`config.mk`:
```
export PLATFORM = sky130hd
export DESIGN_NAME = column_projection_peak_finder_top
export DESIGN_NICKNAME = d
export VERILOG_FILES = /design/src/rtl/cppf_pkg.sv /design/src/rtl/column_projection_peak_finder_top.sv /design/src/rtl/cppf_ram.sv /design/src/rtl/cppf_ctrl.sv /design/src/rtl/cppf_dpath.sv
export SDC_FILE = /design/constraint.sdc
export NUM_CORES = 2
export LEC_CHECK = 0
export BUFFER_PORTS_ARGS = -buffer_cell sky130_fd_sc_hd__buf_2
export CAP_MARGIN = 20
export CORE_MARGIN = 4
export CORE_UTILIZATION = 30
export CTS_BUF_LIST = sky130_fd_sc_hd__clkbuf_8
export DETAILED_ROUTE_END_ITERATION = 6
export PLACE_DENSITY_LB_ADDON = 0.1
export SLEW_MARGIN = 20
export SYNTH_ARGS = -nofsm -noshare
export SYNTH_HDL_FRONTEND = slang
export SYNTH_HIERARCHICAL = 1
export SYNTH_SLANG_ARGS = --single-unit
export TNS_END_PERCENT = 100
```
`constraint.sdc`:
```
create_clock -name clk_i -period 8.1 [get_ports clk_i]
set_input_delay 0 -clock clk_i [delete_from_list [all_inputs] [get_ports clk_i]]
set_output_delay 0 -clock clk_i [all_outputs]
set_load 0.05 [all_outputs]
```
`src/rtl/cppf_pkg.sv`:
```
// ----------------------------------------------------------------------------
// Column projection peak finder package
// Shared widths, register indexes, reset values and the control and status
// bundles that pass between the controller and the datapath.
// ----------------------------------------------------------------------------
`default_nettype none

package cppf_pkg;

  // Payload widths.
  localparam int unsigned PIX_W   = 8;
  localparam int unsigned PCOL_W  = 7;
  localparam int unsigned COUNT_W = 11;
  localparam logic [COUNT_W-1:0] COUNT_MAX = {COUNT_W{1'b1}};

  // Configuration port.
  localparam int unsigned CFG_IDX_W  = 1;
  localparam int unsigned CFG_DATA_W = 8;
  localparam logic [CFG_IDX_W-1:0] CFG_THRESHOLD = 1'b0;
  localparam logic [CFG_IDX_W-1:0] CFG_WIDTH     = 1'b1;
  localparam logic [CFG_DATA_W-1:0] THRESH_RST = 8'd20;
  localparam logic [CFG_DATA_W-1:0] WIDTH_RST  = 8'd128;

  // Column geometry and result limits.
  localparam int unsigned MAX_WIDTH_DEF = 128;
  localparam int unsigned MIN_WIDTH     = 2;
  localparam int unsigned RESULT_LIMIT  = 63;
  localparam int unsigned RES_CNT_W     = $clog2(RESULT_LIMIT + 1);

  // Commands from the controller to the datapath.
  typedef struct packed {
    logic pix_take;   // a pixel transaction is accepted this cycle
    logic scan_load;  // arm the right-to-left column scan
    logic scan_step;  // read one column count and move left
    logic emit_load;  // arm the left-to-right peak pass
    logic emit_chk;   // consume the peak flag of the current column
    logic emit_adv;   // move to the next column
    logic fin_push;   // load the final result of the frame
  } cppf_cmd_t;

  // Status from the datapath to the controller.
  typedef struct packed {
    logic scan_zero;  // scan address is at column zero
    logic peak_flag;  // peak flag of the current column
    logic pend_v;     // a peak waits to be sent
    logic slot_free;  // the output register can take a result
    logic emit_end;   // current column is the last peak candidate
    logic cnt_limit;  // one more peak reaches the result limit
    logic narrow;     // effective width has no peak candidates
  } cppf_sts_t;

endpackage

`default_nettype wire

```
`src/rtl/column_projection_peak_finder_top.sv`:
```
// ----------------------------------------------------------------------------
// Column projection peak finder
// Counts bright pixels per column over a frame and reports projection peaks.
// ----------------------------------------------------------------------------
// Usage: pixels enter in raster order on the input channel (in_valid_i,
// in_stall_o, pixel_i, frame_end_i), one transaction per cycle while no frame
// is being finished. A pixel above the threshold register adds one to its
// column count, which saturates. The transaction that carries frame_end_i
// closes the frame: the input then stalls while the count store is scanned
// from the right in the flush, scan and drain states (slope signs are formed
// and the counts are cleared), then while peak flags are read back from the
// left, a read and a check state per peak candidate column (columns 1 to
// width-2, the pass ends early at the 63rd peak), and while the final result
// is loaded. The pace of these passes is set by the single registered read
// port of each store. Each peak leaves as one output transaction (out_valid_o,
// out_stall_i, peak_column_o, peak_valid_o, last_o) in increasing column
// order, the last one flagged; a frame without peaks gives one transaction
// with peak_valid_o low. A stalled receiver holds the output register and
// pauses the peak pass, and the next frame may start while the final result
// still waits. After reset the block stalls its input while the count store
// is cleared. Configuration writes are taken at any time but belong to idle
// periods.
// ----------------------------------------------------------------------------
`default_nettype none

module column_projection_peak_finder_top import cppf_pkg::*; #(
  parameter int unsigned MAX_WIDTH = MAX_WIDTH_DEF
) (
  input  wire logic                  clk_i,
  input  wire logic                  rst_ni,
  // Configuration write port.
  input  wire logic                  cfg_we_i,
  input  wire logic [CFG_IDX_W-1:0]  cfg_index_i,
  input  wire logic [CFG_DATA_W-1:0] cfg_data_i,
  // Pixel channel.
  input  wire logic                  in_valid_i,
  output logic                       in_stall_o,
  input  wire logic [PIX_W-1:0]      pixel_i,
  input  wire logic                  frame_end_i,
  // Result channel.
  output logic                       out_valid_o,
  input  wire logic                  out_stall_i,
  output logic [PCOL_W-1:0]          peak_column_o,
  output logic                       peak_valid_o,
  output logic                       last_o
);

  cppf_cmd_t cmd;
  cppf_sts_t sts;

  // The controller only sequences; all storage and arithmetic sit in the datapath.
  cppf_ctrl u_ctrl (
    .clk_i       (clk_i),
    .rst_ni      (rst_ni),
    .in_valid_i  (in_valid_i),
    .frame_end_i (frame_end_i),
    .in_stall_o  (in_stall_o),
    .sts_i       (sts),
    .cmd_o       (cmd)
  );

  cppf_dpath #(
    .MAX_WIDTH (MAX_WIDTH)
  ) u_dpath (
    .clk_i         (clk_i),
    .rst_ni        (rst_ni),
    .cfg_we_i      (cfg_we_i),
    .cfg_index_i   (cfg_index_i),
    .cfg_data_i    (cfg_data_i),
    .pixel_i       (pixel_i),
    .frame_end_i   (frame_end_i),
    .cmd_i         (cmd),
    .sts_o         (sts),
    .out_stall_i   (out_stall_i),
    .out_valid_o   (out_valid_o),
    .peak_column_o (peak_column_o),
    .peak_valid_o  (peak_valid_o),
    .last_o        (last_o)
  );

  // A closing pixel must start the end-of-frame pass.
  assert property (@(posedge clk_i) disable iff (!rst_ni)
    (in_valid_i && !in_stall_o && frame_end_i) |=> in_stall_o)
    else $error("input not stalled after the closing pixel of a frame");

  // Ordinary pixels stream without a bubble.
  assert property (@(posedge clk_i) disable iff (!rst_ni)
    (in_valid_i && !in_stall_o && !frame_end_i) |=> !in_stall_o)
    else $error("input stalled after an ordinary pixel");

  // The no-peak report is always the only and final result of a frame.
  assert property (@(posedge clk_i) disable iff (!rst_ni)
    (out_valid_o && !peak_valid_o) |-> last_o)
    else $error("no-peak result without the last marker");

endmodule

`default_nettype wire

```
`src/rtl/cppf_ram.sv`:
```
// ----------------------------------------------------------------------------
// Generic simple dual-port RAM
// One write port and one read port with registered read data.
// ----------------------------------------------------------------------------
`default_nettype none

module cppf_ram #(
  parameter int unsigned WIDTH = 8,
  parameter int unsigned DEPTH = 128
) (
  input  wire logic                     clk_i,
  input  wire logic                     we_i,
  input  wire logic [$clog2(DEPTH)-1:0] waddr_i,
  input  wire logic [WIDTH-1:0]         wdata_i,
  input  wire logic [$clog2(DEPTH)-1:0] raddr_i,
  output logic      [WIDTH-1:0]         rdata_o
);

  logic [WIDTH-1:0] mem_q [DEPTH];
  logic [WIDTH-1:0] rdata_q;

  always_ff @(posedge clk_i) begin
    if (we_i) begin
      mem_q[waddr_i] <= wdata_i;
    end
    rdata_q <= mem_q[raddr_i];
  end

  assign rdata_o = rdata_q;

endmodule

`default_nettype wire

```
`src/rtl/cppf_ctrl.sv`:
```
// ----------------------------------------------------------------------------
// Column projection peak finder controller
// Sequences pixel intake, the end-of-frame count scan and the peak pass.
// ----------------------------------------------------------------------------
`default_nettype none

module cppf_ctrl import cppf_pkg::*; (
  input  wire logic      clk_i,
  input  wire logic      rst_ni,
  input  wire logic      in_valid_i,
  input  wire logic      frame_end_i,
  output logic           in_stall_o,
  input  wire cppf_sts_t sts_i,
  output cppf_cmd_t      cmd_o
);

  localparam logic [2:0] S_IDLE     = 3'd0;
  localparam logic [2:0] S_FLUSH    = 3'd1;
  localparam logic [2:0] S_SCAN     = 3'd2;
  localparam logic [2:0] S_DRAIN    = 3'd3;
  localparam logic [2:0] S_EMIT_RD  = 3'd4;
  localparam logic [2:0] S_EMIT_CHK = 3'd5;
  localparam logic [2:0] S_FINISH   = 3'd6;

  logic [2:0] state_q, state_d;
  logic       clr_q, clr_d;   // the scan after reset only clears the counts
  logic       hold;

  always_ff @(posedge clk_i or negedge rst_ni) begin
    if (!rst_ni) begin
      state_q <= S_SCAN;
      clr_q   <= 1'b1;
    end else begin
      state_q <= state_d;
      clr_q   <= clr_d;
    end
  end

  // A new peak cannot retire the pending one while the output is full.
  assign hold = sts_i.peak_flag && sts_i.pend_v && !sts_i.slot_free;

  always_comb begin
    state_d = state_q;
    clr_d   = clr_q;
    cmd_o   = '0;
    case (state_q)
      S_IDLE: begin
        cmd_o.pix_take = in_valid_i;
        if (in_valid_i && frame_end_i) begin
          state_d = S_FLUSH;
        end
      end
      S_FLUSH: begin
        cmd_o.scan_load = 1'b1;
        state_d         = S_SCAN;
      end
      S_SCAN: begin
        cmd_o.scan_step = 1'b1;
        if (sts_i.scan_zero) begin
          state_d = S_DRAIN;
        end
      end
      S_DRAIN: begin
        if (clr_q) begin
          clr_d   = 1'b0;
          state_d = S_IDLE;
        end else begin
          cmd_o.emit_load = 1'b1;
          state_d         = sts_i.narrow ? S_FINISH : S_EMIT_RD;
        end
      end
      S_EMIT_RD: begin
        state_d = S_EMIT_CHK;
      end
      S_EMIT_CHK: begin
        if (!hold) begin
          cmd_o.emit_chk = 1'b1;
          if ((sts_i.peak_flag && sts_i.cnt_limit) || sts_i.emit_end) begin
            state_d = S_FINISH;
          end else begin
            cmd_o.emit_adv = 1'b1;
            state_d        = S_EMIT_RD;
          end
        end
      end
      S_FINISH: begin
        if (sts_i.slot_free) begin
          cmd_o.fin_push = 1'b1;
          state_d        = S_IDLE;
        end
      end
      default: begin
        state_d = S_IDLE;
      end
    endcase
  end

  assign in_stall_o = (state_q != S_IDLE);

endmodule

`default_nettype wire

```
`src/rtl/cppf_dpath.sv`:
```
// ----------------------------------------------------------------------------
// Column projection peak finder datapath
// Configuration registers, column count store, slope scan and result output.
// ----------------------------------------------------------------------------
`default_nettype none

module cppf_dpath import cppf_pkg::*; #(
  parameter int unsigned MAX_WIDTH = MAX_WIDTH_DEF
) (
  input  wire logic                  clk_i,
  input  wire logic                  rst_ni,
  input  wire logic                  cfg_we_i,
  input  wire logic [CFG_IDX_W-1:0]  cfg_index_i,
  input  wire logic [CFG_DATA_W-1:0] cfg_data_i,
  input  wire logic [PIX_W-1:0]      pixel_i,
  input  wire logic                  frame_end_i,
  input  wire cppf_cmd_t             cmd_i,
  output cppf_sts_t                  sts_o,
  input  wire logic                  out_stall_i,
  output logic                       out_valid_o,
  output logic [PCOL_W-1:0]          peak_column_o,
  output logic                       peak_valid_o,
  output logic                       last_o
);

  localparam int unsigned AW = $clog2(MAX_WIDTH);
  localparam int unsigned WW = AW + 1;
  localparam int unsigned CW = (WW > CFG_DATA_W) ? WW : CFG_DATA_W;

  // Configuration registers.
  logic [CFG_DATA_W-1:0] thr_q;
  logic [CFG_DATA_W-1:0] wid_q;

  always_ff @(posedge clk_i or negedge rst_ni) begin
    if (!rst_ni) begin
      thr_q <= THRESH_RST;
      wid_q <= WIDTH_RST;
    end else if (cfg_we_i) begin
      case (cfg_index_i)
        CFG_THRESHOLD: thr_q <= cfg_data_i;
        CFG_WIDTH:     wid_q <= cfg_data_i;
        default: ;
      endcase
    end
  end

  // Effective width, clamped to the supported column range.
  logic [CW-1:0] wid_ext;
  logic [CW-1:0] wid_clamp;
  logic [WW-1:0] w_eff;

  always_comb begin
    wid_ext = CW'(wid_q);
    if (wid_ext < CW'(MIN_WIDTH)) begin
      wid_clamp = CW'(MIN_WIDTH);
    end else if (wid_ext > CW'(MAX_WIDTH)) begin
      wid_clamp = CW'(MAX_WIDTH);
    end else begin
      wid_clamp = wid_ext;
    end
  end

  assign w_eff = WW'(wid_clamp);

  // Column position of the incoming pixel.
  logic [AW-1:0] pos_q, pos_d;
  logic [AW-1:0] col;
  logic [WW-1:0] col_nxt;

  assign col     = ({1'b0, pos_q} >= w_eff) ? '0 : pos_q;
  assign col_nxt = {1'b0, col} + WW'(1);

  always_comb begin
    pos_d = pos_q;
    if (cmd_i.pix_take) begin
      if (frame_end_i || (col_nxt >= w_eff)) begin
        pos_d = '0;
      end else begin
        pos_d = col_nxt[AW-1:0];
      end
    end
  end

  // Count update stage: read at accept, write back in the cycle after.
  logic          inc_v_q;
  logic          inc_hit_q;
  logic [AW-1:0] inc_addr_q;

  // End-of-frame scan, right to left.
  logic [AW-1:0]      scan_addr_q;
  logic               dv_q;
  logic [AW-1:0]      da_q;
  logic [COUNT_W-1:0] prev_q;
  logic               sgn_q;       // filled sign of the column pair to the right, 1 is up

  // Peak pass and output.
  logic [AW-1:0]        e_q;
  logic                 pend_v_q;
  logic [AW-1:0]        pend_col_q;
  logic [RES_CNT_W-1:0] cnt_q;
  logic                 out_v_q;
  logic [PCOL_W-1:0]    out_col_q;
  logic                 out_pv_q;
  logic                 out_last_q;
  logic                 push_pend;
  logic [AW+PCOL_W-1:0] pend_col_ext;
  logic [PCOL_W-1:0]    pend_col_7;

  always_ff @(posedge clk_i or negedge rst_ni) begin
    if (!rst_ni) begin
      pos_q       <= '0;
      inc_v_q     <= 1'b0;
      scan_addr_q <= AW'(MAX_WIDTH - 1);
      dv_q        <= 1'b0;
      pend_v_q    <= 1'b0;
      cnt_q       <= '0;
      out_v_q     <= 1'b0;
    end else begin
      pos_q   <= pos_d;
      inc_v_q <= cmd_i.pix_take;
      dv_q    <= cmd_i.scan_step;
      if (cmd_i.scan_load) begin
        scan_addr_q <= AW'(MAX_WIDTH - 1);
      end else if (cmd_i.scan_step) begin
        scan_addr_q <= scan_addr_q - AW'(1);
      end
      if (cmd_i.emit_load || cmd_i.fin_push) begin
        pend_v_q <= 1'b0;
      end else if (cmd_i.emit_chk && sts_o.peak_flag) begin
        pend_v_q <= 1'b1;
      end
      if (cmd_i.emit_load) begin
        cnt_q <= '0;
      end else if (cmd_i.emit_chk && sts_o.peak_flag) begin
        cnt_q <= cnt_q + RES_CNT_W'(1);
      end
      if (push_pend || cmd_i.fin_push) begin
        out_v_q <= 1'b1;
      end else if (!out_stall_i) begin
        out_v_q <= 1'b0;
      end
    end
  end

  // Column count store.
  logic               cnt_we;
  logic [AW-1:0]      cnt_waddr;
  logic [COUNT_W-1:0] cnt_wdata;
  logic [AW-1:0]      cnt_raddr;
  logic [COUNT_W-1:0] cnt_rdata;

  assign cnt_we    = (inc_v_q && inc_hit_q && (cnt_rdata != COUNT_MAX)) || dv_q;
  assign cnt_waddr = dv_q ? da_q : inc_addr_q;
  assign cnt_wdata = dv_q ? '0 : (cnt_rdata + COUNT_W'(1));
  assign cnt_raddr = cmd_i.scan_step ? scan_addr_q : col;

  cppf_ram #(
    .WIDTH (COUNT_W),
    .DEPTH (MAX_WIDTH)
  ) u_count_ram (
    .clk_i   (clk_i),
    .we_i    (cnt_we),
    .waddr_i (cnt_waddr),
    .wdata_i (cnt_wdata),
    .raddr_i (cnt_raddr),
    .rdata_o (cnt_rdata)
  );

  // Slope sign of the pair (da, da+1); a flat pair copies the sign to its right.
  logic in_rng;
  logic up;
  logic peak_we;
  logic peak_wdata;
  logic peak_rdata;

  assign in_rng     = ({1'b0, da_q} < (w_eff - WW'(1)));
  assign up         = (prev_q > cnt_rdata) || ((prev_q == cnt_rdata) && sgn_q);
  assign peak_we    = dv_q && in_rng;
  assign peak_wdata = up && !sgn_q;

  always_ff @(posedge clk_i) begin
    if (cmd_i.pix_take) begin
      inc_hit_q  <= (pixel_i > thr_q);
      inc_addr_q <= col;
    end
    if (cmd_i.scan_step) begin
      da_q <= scan_addr_q;
    end
    if (dv_q) begin
      prev_q <= cnt_rdata;
    end
    if (cmd_i.scan_load) begin
      sgn_q <= 1'b1;
    end else if (peak_we) begin
      sgn_q <= up;
    end
    if (cmd_i.emit_load) begin
      e_q <= AW'(1);
    end else if (cmd_i.emit_adv) begin
      e_q <= e_q + AW'(1);
    end
    if (cmd_i.emit_chk && peak_rdata) begin
      pend_col_q <= e_q;
    end
    if (push_pend || cmd_i.fin_push) begin
      out_col_q  <= pend_v_q ? pend_col_7 : '0;
      out_pv_q   <= pend_v_q;
      out_last_q <= cmd_i.fin_push;
    end
  end

  // Peak flag store, indexed by column.
  cppf_ram #(
    .WIDTH (1),
    .DEPTH (MAX_WIDTH)
  ) u_peak_ram (
    .clk_i   (clk_i),
    .we_i    (peak_we),
    .waddr_i (da_q + AW'(1)),
    .wdata_i (peak_wdata),
    .raddr_i (e_q),
    .rdata_o (peak_rdata)
  );

  // Result selection.
  assign push_pend    = cmd_i.emit_chk && peak_rdata && pend_v_q;
  assign pend_col_ext = {{PCOL_W{1'b0}}, pend_col_q};
  assign pend_col_7   = pend_col_ext[PCOL_W-1:0];

  assign sts_o.scan_zero = (scan_addr_q == '0);
  assign sts_o.peak_flag = peak_rdata;
  assign sts_o.pend_v    = pend_v_q;
  assign sts_o.slot_free = !out_v_q || !out_stall_i;
  assign sts_o.emit_end  = ({1'b0, e_q} == (w_eff - WW'(MIN_WIDTH)));
  assign sts_o.cnt_limit = (cnt_q == RES_CNT_W'(RESULT_LIMIT - 1));
  assign sts_o.narrow    = (w_eff == WW'(MIN_WIDTH));

  assign out_valid_o   = out_v_q;
  assign peak_column_o = out_col_q;
  assign peak_valid_o  = out_pv_q;
  assign last_o        = out_last_q;

endmodule

`default_nettype wire
```
## Word-level counts from Yosys, hierarchy flattened

Memory sizes are Yosys's and may differ from the RTL's. A register that Yosys moved wholly into a read port is not among the register bits.
Cells that the tools add are included.

- Bits in registers: 94
- Input bits: 23
- Memories: 2
- RAM bits: 1,536
- Output and inout port bits: 11
- Logic and storage cells: 123

Memories:

| name | words | width | rd ports | clocked after Yosys merged registers in | write ports | RTL line | RTL |
|---|---|---|---|---|---|---|---|
| u_dpath.u_count_ram.mem_q | 128 | 11 | 1 | 1 | 1 | cppf_ram.sv:19 | `logic [WIDTH-1:0] mem_q [DEPTH];` |
| u_dpath.u_peak_ram.mem_q | 128 | 1 | 1 | 1 | 1 | cppf_ram.sv:19 |  |

- Mux-type cells: 37
- Eq/ne operators: 16
- Bitwise operators: 1
- $lt $le $gt $ge: 7
- Reduce and logical (&&, ||, !) cells: 31
- Add/subtract/negate cells: 8

Operators with widths:

| kind | number |
|---|---|
| $mux W7 | 6 |
| $pmux W3 S7 | 1 |
| $mux W1 | 16 |
| $mux W8 | 2 |
| $mux W3 | 5 |
| $add A7 B1 Y7 const B | 2 |
| $mux W6 | 2 |
| $add A11 B1 Y11 const B | 1 |
| $eq A11 B11 Y1 | 1 |
| $gt A11 B11 Y1 | 1 |
| $logic_and A1 B1 Y1 | 11 |
| $mux W11 | 1 |
| $ne A11 B11 Y1 const B | 1 |
| $eq A3 B3 Y1 const B | 3 |
| $add A7 B1 Y8 const B | 1 |
| $eq A7 B8 Y1 | 1 |
| $eq A8 B2 Y1 const B | 1 |
| $ge A7 B8 Y1 | 1 |
| $ge A8 B8 Y1 | 1 |
| $gt A8 B8 Y1 | 1 |
| $gt A8 B8 Y1 const B | 1 |
| $lt A7 B8 Y1 | 1 |
| $lt A8 B2 Y1 const B | 1 |
| $mux W2 | 4 |
| 18 further kinds | 34 |

## Logic depth before layout (Yosys ltp)

- Word-level depth: 13
- Mapped depth: 23
- Gate-level depth less buffers: 22

## Cells and area by module

The synthesis kept the hierarchy.

Modules (own cells, without submodules):

| module | cells each | times used | area an instance (um2) | sequential area each (um2) |
|---|---|---|---|---|
| cppf_ram at u_dpath.u_count_ram | 2,178 | 1 | 54,223.3 | 42,500.8 |
| cppf_ram at u_dpath.u_peak_ram | 395 | 1 | 5,719.2 | 3,863.7 |
| cppf_dpath | 515 | 1 | 5,266.3 | 2,434.8 |
| cppf_ctrl | 37 | 1 | 306.5 | 102.6 |

## Worst setup path before layout

Ideal clock, no wire load.

- Kind: reg2reg
- Start: register u_dpath.u_count_ram.rdata_q[2], in the netlist u_dpath/u_count_ram/rdata_o[2], read port of u_dpath.u_count_ram.mem_q
- End: memory u_dpath.u_peak_ram.mem_q[0], data pin
- Cell stages (with the launch flop): 9
- Arrival time: 6.339 ns
- Slack: 0.607 ns
- Data required time: 6.946 ns
- Setup time: 1.154 ns
- Clock period less this slack: 7.493 ns
- Cell sequence: dfxtp_1 -> clkbuf_1 -> inv_1 -> ha_1 -> nand3_1 -> or2_2 -> a31oi_1 -> o22ai_1 -> nor3_1

- Cells in the longest elaborated chain, start to end: 4
- Elaborated cells on any way between the ends: 5
- Classes of those cells: order compare (1); eq/ne (1); reduce/logical (3)

RTL lines:

| item | RTL line | RTL |
|---|---|---|
| from (decl) | cppf_ram.sv:20 | `logic [WIDTH-1:0] rdata_q;` |
| parallel branches: the longest is 2 deep, another holds $gt A11 B11 Y1 | - |  |
| $logic_or A1 B1 Y1 (*) | cppf_dpath.sv:177 | `assign up = (prev_q > cnt_rdata) \|\| ((prev_q == cnt_rdata) && sgn_q);` |
| $logic_and A1 B1 Y1 (*) | cppf_dpath.sv:179 | `assign peak_wdata = up && !sgn_q;` |
| via u_dpath.peak_wdata | cppf_dpath.sv:173 | `logic peak_wdata;` |
| to (decl) | cppf_ram.sv:19 |  |

Mark *: on every way through the listed nets, which the timed path passes.

## Worst setup path in the final report

- Start: register u_dpath.wid_q[6], in the netlist u_dpath/wid_ext[6]
- End: register u_dpath.u_count_ram.rdata_q[7], in the netlist u_dpath/u_count_ram/rdata_o[7], read port of u_dpath.u_count_ram.mem_q

- Cells in the longest elaborated chain, start to end: 6
- Elaborated cells on any way between the ends: 7
- Classes of those cells: order compare (3); mux (4)

RTL lines:

| item | RTL line | RTL |
|---|---|---|
| from (decl) | cppf_dpath.sv:32 | `logic [CFG_DATA_W-1:0] wid_q;` |
| from (signal assigned) | cppf_dpath.sv:41 | `CFG_WIDTH: wid_q <= cfg_data_i;` |
| $gt A8 B8 Y1 | cppf_dpath.sv:56 | `end else if (wid_ext > CW'(MAX_WIDTH)) begin` |
| $mux W8 | cppf_dpath.sv:56 |  |
| $mux W8 (*) | cppf_dpath.sv:54 | `if (wid_ext < CW'(MIN_WIDTH)) begin` |
| $ge A7 B8 Y1 (*) | cppf_dpath.sv:70 | `assign col = ({1'b0, pos_q} >= w_eff) ? '0 : pos_q;` |
| $mux W7 (*) | cppf_dpath.sv:70 |  |
| $mux W7 (*) | cppf_dpath.sv:155 | `assign cnt_raddr = cmd_i.scan_step ? scan_addr_q : col;` |
| via u_dpath.cnt_raddr[2] | cppf_dpath.sv:149 | `logic [AW-1:0] cnt_raddr;` |

Mark *: on every way through the listed nets, which the timed path passes. The rest lies on a longest branch.
A chain may end at the register's enable or synchronous reset.

==> run summary <==
TritonCTS built the clock tree. The peak per-stage delay on the critical path is 0.65 ns. The worst path in the final design needs a cycle of roughly 5.9 ns, including I/O delays and setup. From left edge to right edge, the die measures approximately 480 um.

The clock buffer count from CTS is 305. The share of synthesized area occupied by flip-flops and latches is 0.7464. The most used flip-flop cell after synthesis is sky130_fd_sc_hd__edfxtp_1.

The initial core utilization is 0.3017. The number of levels in the clock H-tree is 5. The library cell appearing most often on the critical path is sky130_fd_sc_hd__mux4_2. In the finished design, the share of the clock period the worst path needs comes to 0.7225.

The analysis attributes to net switching a power of 10850 uW. Among all stages on the critical path, the largest delay is contributed by sky130_fd_sc_hd__mux4_2. The number of max-capacitance violations reported is 0. The worst slack at placement is 2.244 ns. The synthesized net count came out at between 3000 and 4000.

The detail-routed net length per standard cell is 28.05 um. The residual antenna-violating net count after detailed routing is 0. The vertical die dimension came out at 475.3 um. The synthesis warning total is 6. The first global-routing pass estimated 259500 um of wire.

Using the TritonRoute via totals, the vias-per-cell ratio works out to approximately 5.0. For the worst-skew pair, the clock arrives at the later sink with an insertion delay of 1.01 ns. The share of layout cells above drive strength 1 is 0.3169. The number of buffers inserted by post-CTS setup repair is 0. The floorplan step defined a core boundary enclosing 0.2172 sq mm.

The post-layout instance count excluding filler cells is between 6000 and 7000. In the layout the commonest cells are 1578 x sky130_fd_sc_hd__edfxtp_1, 488 x sky130_fd_sc_hd__mux4_2, 311 x sky130_fd_sc_hd__clkbuf_8, 213 x sky130_fd_sc_hd__nor2_1, 135 x sky130_fd_sc_hd__inv_1. The DRC violation count after routing came out at 0. The sequential standard cell area came out at 0.04891 sq mm. After the first detailed-routing iteration, the DRC count stood at 2954.

The launching element type of the critical path is a register. The root buffer cell chosen for the clock tree is sky130_fd_sc_hd__clkbuf_8. The internal portion of the total power is 19930 uW.

The number of I/O port buffers is 33. The maximum count of clock buffers along a single path is 4. The clock transition at the registers of the reported paths came out at 0.06 ns.

Setup repair after global routing left no endpoint under its margin. VDD sags by at most roughly 0.45 mV. Of the total power, the share spent switching nets is 0.3525. STA puts the critical path data required time at 8.96 ns. Fill cells in the final layout number about 20000. The leftover overflow at the end of global routing came out at 0. Compared with the post-synthesis result, the final layout area differs by 15.98%. Once placement completed, the tool counted placed cells totaling ~6000.

Setup violations remaining at the end of the flow were counted as 0. The highest achievable clock rate came out at around 170 MHz. The total placed instance area came out at 0.07010 sq mm. The number of global-route vias before repair is 34410.

The pin count of the biggest net entering global routing came out at ~130. The clock net sink count is 1642. The type of the most critical hold path is primary input to register. The part of the total power dissipated in combinational logic is 0.393. After technology mapping, the gate count stands at 3125. The area of the die is 0.2259 sq mm.

Summed over all nets, the half-perimeter wirelength after detailed placement is 106400 um. In this run, synthesis produced a sequential element count of ~1600. The power density normalized to cell area came out at around 400 mW/mm^2. The synthesized area per cell came out at 20.96 sq um.

The final layout contains around 3500 nets. The count of TritonRoute iterations in the first routing pass is 7. At the pin with the least slew margin, the transition time is 1.201 ns. The wire length after detailed routing is ~180000 um. The total non-filler cell area in the finished layout is 0.07598 sq mm. The clock group share of total power came out at 0.234.

The flow ran to the end, and the final reports show no timing, DRC or antenna violations. Routability-driven placement finished with a final weighted congestion of about 0.76. On the final layout, the worst clock skew is slightly below 0.06 ns. The number of core rows came out at 171.

The most frequent standard cell in the layout excluding fill and tap cells is sky130_fd_sc_hd__edfxtp_1. The final number of hold-violating endpoints is 0. The data arrival time of the critical path came out at 6.71 ns. The static leakage is 0.02374 uW. The combined global-route utilization of all metal layers came out at 0.1620. In this run the count of I/O pins placed on the die edge is 34.

The number of distinct library cells after synthesis is 64. The number of antenna violations at the first check in global routing came to 15. The final count of pins violating max slew came out at 0. The worst setup path is captured at a register. The total vias in the final route is 32710.

Summing all multi-input logic gate instances after layout gives 0.01627 sq mm. The async set-or-reset flop fraction in the synthesized netlist is 0.02680. In this run, synthesis inferred approximately 1600 flip-flops with an integrated enable.

The sequential fraction of design power is 0.373. The worst setup margin came out at about 2.2 ns. The worst setup path is of the register to register kind. The highest fanout seen on the critical path came out at 107. The setup TNS is 0 ns. Measured against its own limit, the worst slew margin works out to 0.1965.

Traced cell by cell, the critical path runs through nor4_4, nor2b_1, o21a_1, inv_1, ha_1, nand2_1, o21ai_0, a21oi_1, o21ai_0, o21ai_4, buf_4, buf_12, mux4_2, mux4_2, mux4_2, mux2_2. The cell area after synthesis came out at ~0.066 sq mm. Measured on the finished design, the core utilization comes to 0.3499.
==> worst paths after layout <==
path                                           startpoint                             end  slack, ns  cells after the start
min in group asynchronous                          rst_ni                    u_ctrl/clr_q       0.39                      3
hold / removal                                 pixel_i[7]               u_dpath/inc_hit_q       0.14                      5
setup reg to reg                       u_dpath/wid_ext[6]  u_dpath/u_count_ram/rdata_o[7]       2.25                     16
hold reg to reg            u_dpath/u_count_ram/rdata_o[8]               u_dpath/prev_q[8]       0.50                      0
max in group asynchronous                          rst_ni                    u_dpath/dv_q       7.47                      4
setup / recovery                       u_dpath/wid_ext[6]  u_dpath/u_count_ram/rdata_o[7]       2.25                     16
==> power groups by stage <==
stage	clock [uW]	combinational [uW]	sequential (uW)
6_report	7200	12100	11500
5_1_grt	7920	12900	11500
4_1_cts	7500	12400	11500
3_5_place_dp	0	12400	11700
3_3_place_gp	0	12100	11600
2_1_floorplan	0	7440	11800
==> routing by layer <==
layer  share of wire  global-route usage  vias to the layer above
met5               0                   0                        -
li1                -                   -                    13600
met4           0.026             0.04787                        0
met1            0.44              0.2259                    17720
met3           0.057             0.03241                      346
met2            0.47              0.2573                     1040
==> per-stage QoR <==
stage	hold WS [ns]	total power [uW]
final	0.1361	30780
after global routing	0.09442	32360
after CTS	0.04074	31430
after detailed placement	0.2570	24050
after global placement	0.2406	23780
after floorplan	-0.2956	19290
==> flip-flops by register name, summed over array words and instances, names as in the netlist, 8 cells and up <==
| signal | flops |
|---|---|
| u_dpath/prev_q | 11 |
| u_dpath/u_peak_ram/mem_q | 128 |
| u_dpath/u_count_ram/rdata_o | 11 |
| u_dpath/u_count_ram/mem_q | 1408 |
| u_dpath/thr_q | 8 |
| u_dpath/wid_ext | 8 |
==> layout make-up <==
cell class	count	area share
well taps	2854	0.04700
multi-input cells	1290	0.2142
flip-flops and latches	1642	0.6437
repair buffers	188	0.02239
diodes	8	0.0002635
clock inverters	209	0.01428
clock buffers	311	0.05633
inverters	39	0.001927
==> cell families after synthesis <==
kind of cell,count (synthesis),share of synthesized area
AOI/OAI and AO/OA,104,0.009798
xor gates and xnor gates,42,0.005615
adders and majority gates,52,0.009931
buffers and inverters,193,0.01253
DFF,1642,0.7464
muxes,535,0.1772
and+or+nand+nor,557,0.03846
==> critical path: cells and delay by family (launching register included) <==
kind | cells | cell delay, ns
compound gates | 5 | 1.13
fa+ha+maj | 1 | 0.31
buf+inv | 3 | 0.90
flops | 1 | 0.43
mux | 4 | 1.97
simple gates | 3 | 0.63
==> cell usage after synthesis (3+ instances only) <==
master                     instances  area [sq um]
sky130_fd_sc_hd__edfxtp_1       1578         47390
sky130_fd_sc_hd__mux4_2          488         10990
sky130_fd_sc_hd__nor2_1          299          1122
sky130_fd_sc_hd__clkbuf_1         90         337.8
sky130_fd_sc_hd__nand2_1          77         289.0
sky130_fd_sc_hd__ha_1             52         650.6
sky130_fd_sc_hd__nand3_1          46         230.2
sky130_fd_sc_hd__inv_1            39         146.4
sky130_fd_sc_hd__buf_2            38         190.2
sky130_fd_sc_hd__o21ai_0          36         180.2
sky130_fd_sc_hd__dfrtp_1          32         800.8
sky130_fd_sc_hd__nor2b_1          31         193.9
sky130_fd_sc_hd__xnor2_1          31         271.5
sky130_fd_sc_hd__mux2_2           30         337.8
sky130_fd_sc_hd__a21oi_1          24         120.1
sky130_fd_sc_hd__dfxtp_1          20         400.4
sky130_fd_sc_hd__nor3_1           19         95.09
sky130_fd_sc_hd__buf_1            18         67.56
sky130_fd_sc_hd__nand4_1          17         106.4
sky130_fd_sc_hd__nand2b_1         13         81.33
sky130_fd_sc_hd__and2_1           12         75.07
sky130_fd_sc_hd__dfstp_2          12         315.3
sky130_fd_sc_hd__xor2_1           11         96.34
sky130_fd_sc_hd__mux2i_1          10         100.1
sky130_fd_sc_hd__a21o_1            8         60.06
sky130_fd_sc_hd__mux4_1            7         183.9
sky130_fd_sc_hd__or3_1             7         43.79
sky130_fd_sc_hd__and3_1            6         37.54
sky130_fd_sc_hd__buf_6             5         56.30
sky130_fd_sc_hd__nor3b_1           5         37.54
sky130_fd_sc_hd__nor4_1            5         31.28
sky130_fd_sc_hd__o21a_1            4         30.03
sky130_fd_sc_hd__o22ai_1           4         25.02
sky130_fd_sc_hd__o31ai_1           4         30.03
sky130_fd_sc_hd__a31oi_1           3         18.77
sky130_fd_sc_hd__buf_4             3         22.52
sky130_fd_sc_hd__nand3b_1          3         22.52
sky130_fd_sc_hd__or2_2             3         18.77
==> timing repair <==
action	CTS	global route
setup endpoints to repair	0	0
hold buffers	39	0
gates resized for setup	0	0
hold endpoints to repair	95	0
(Power assumes the default switching activity.)
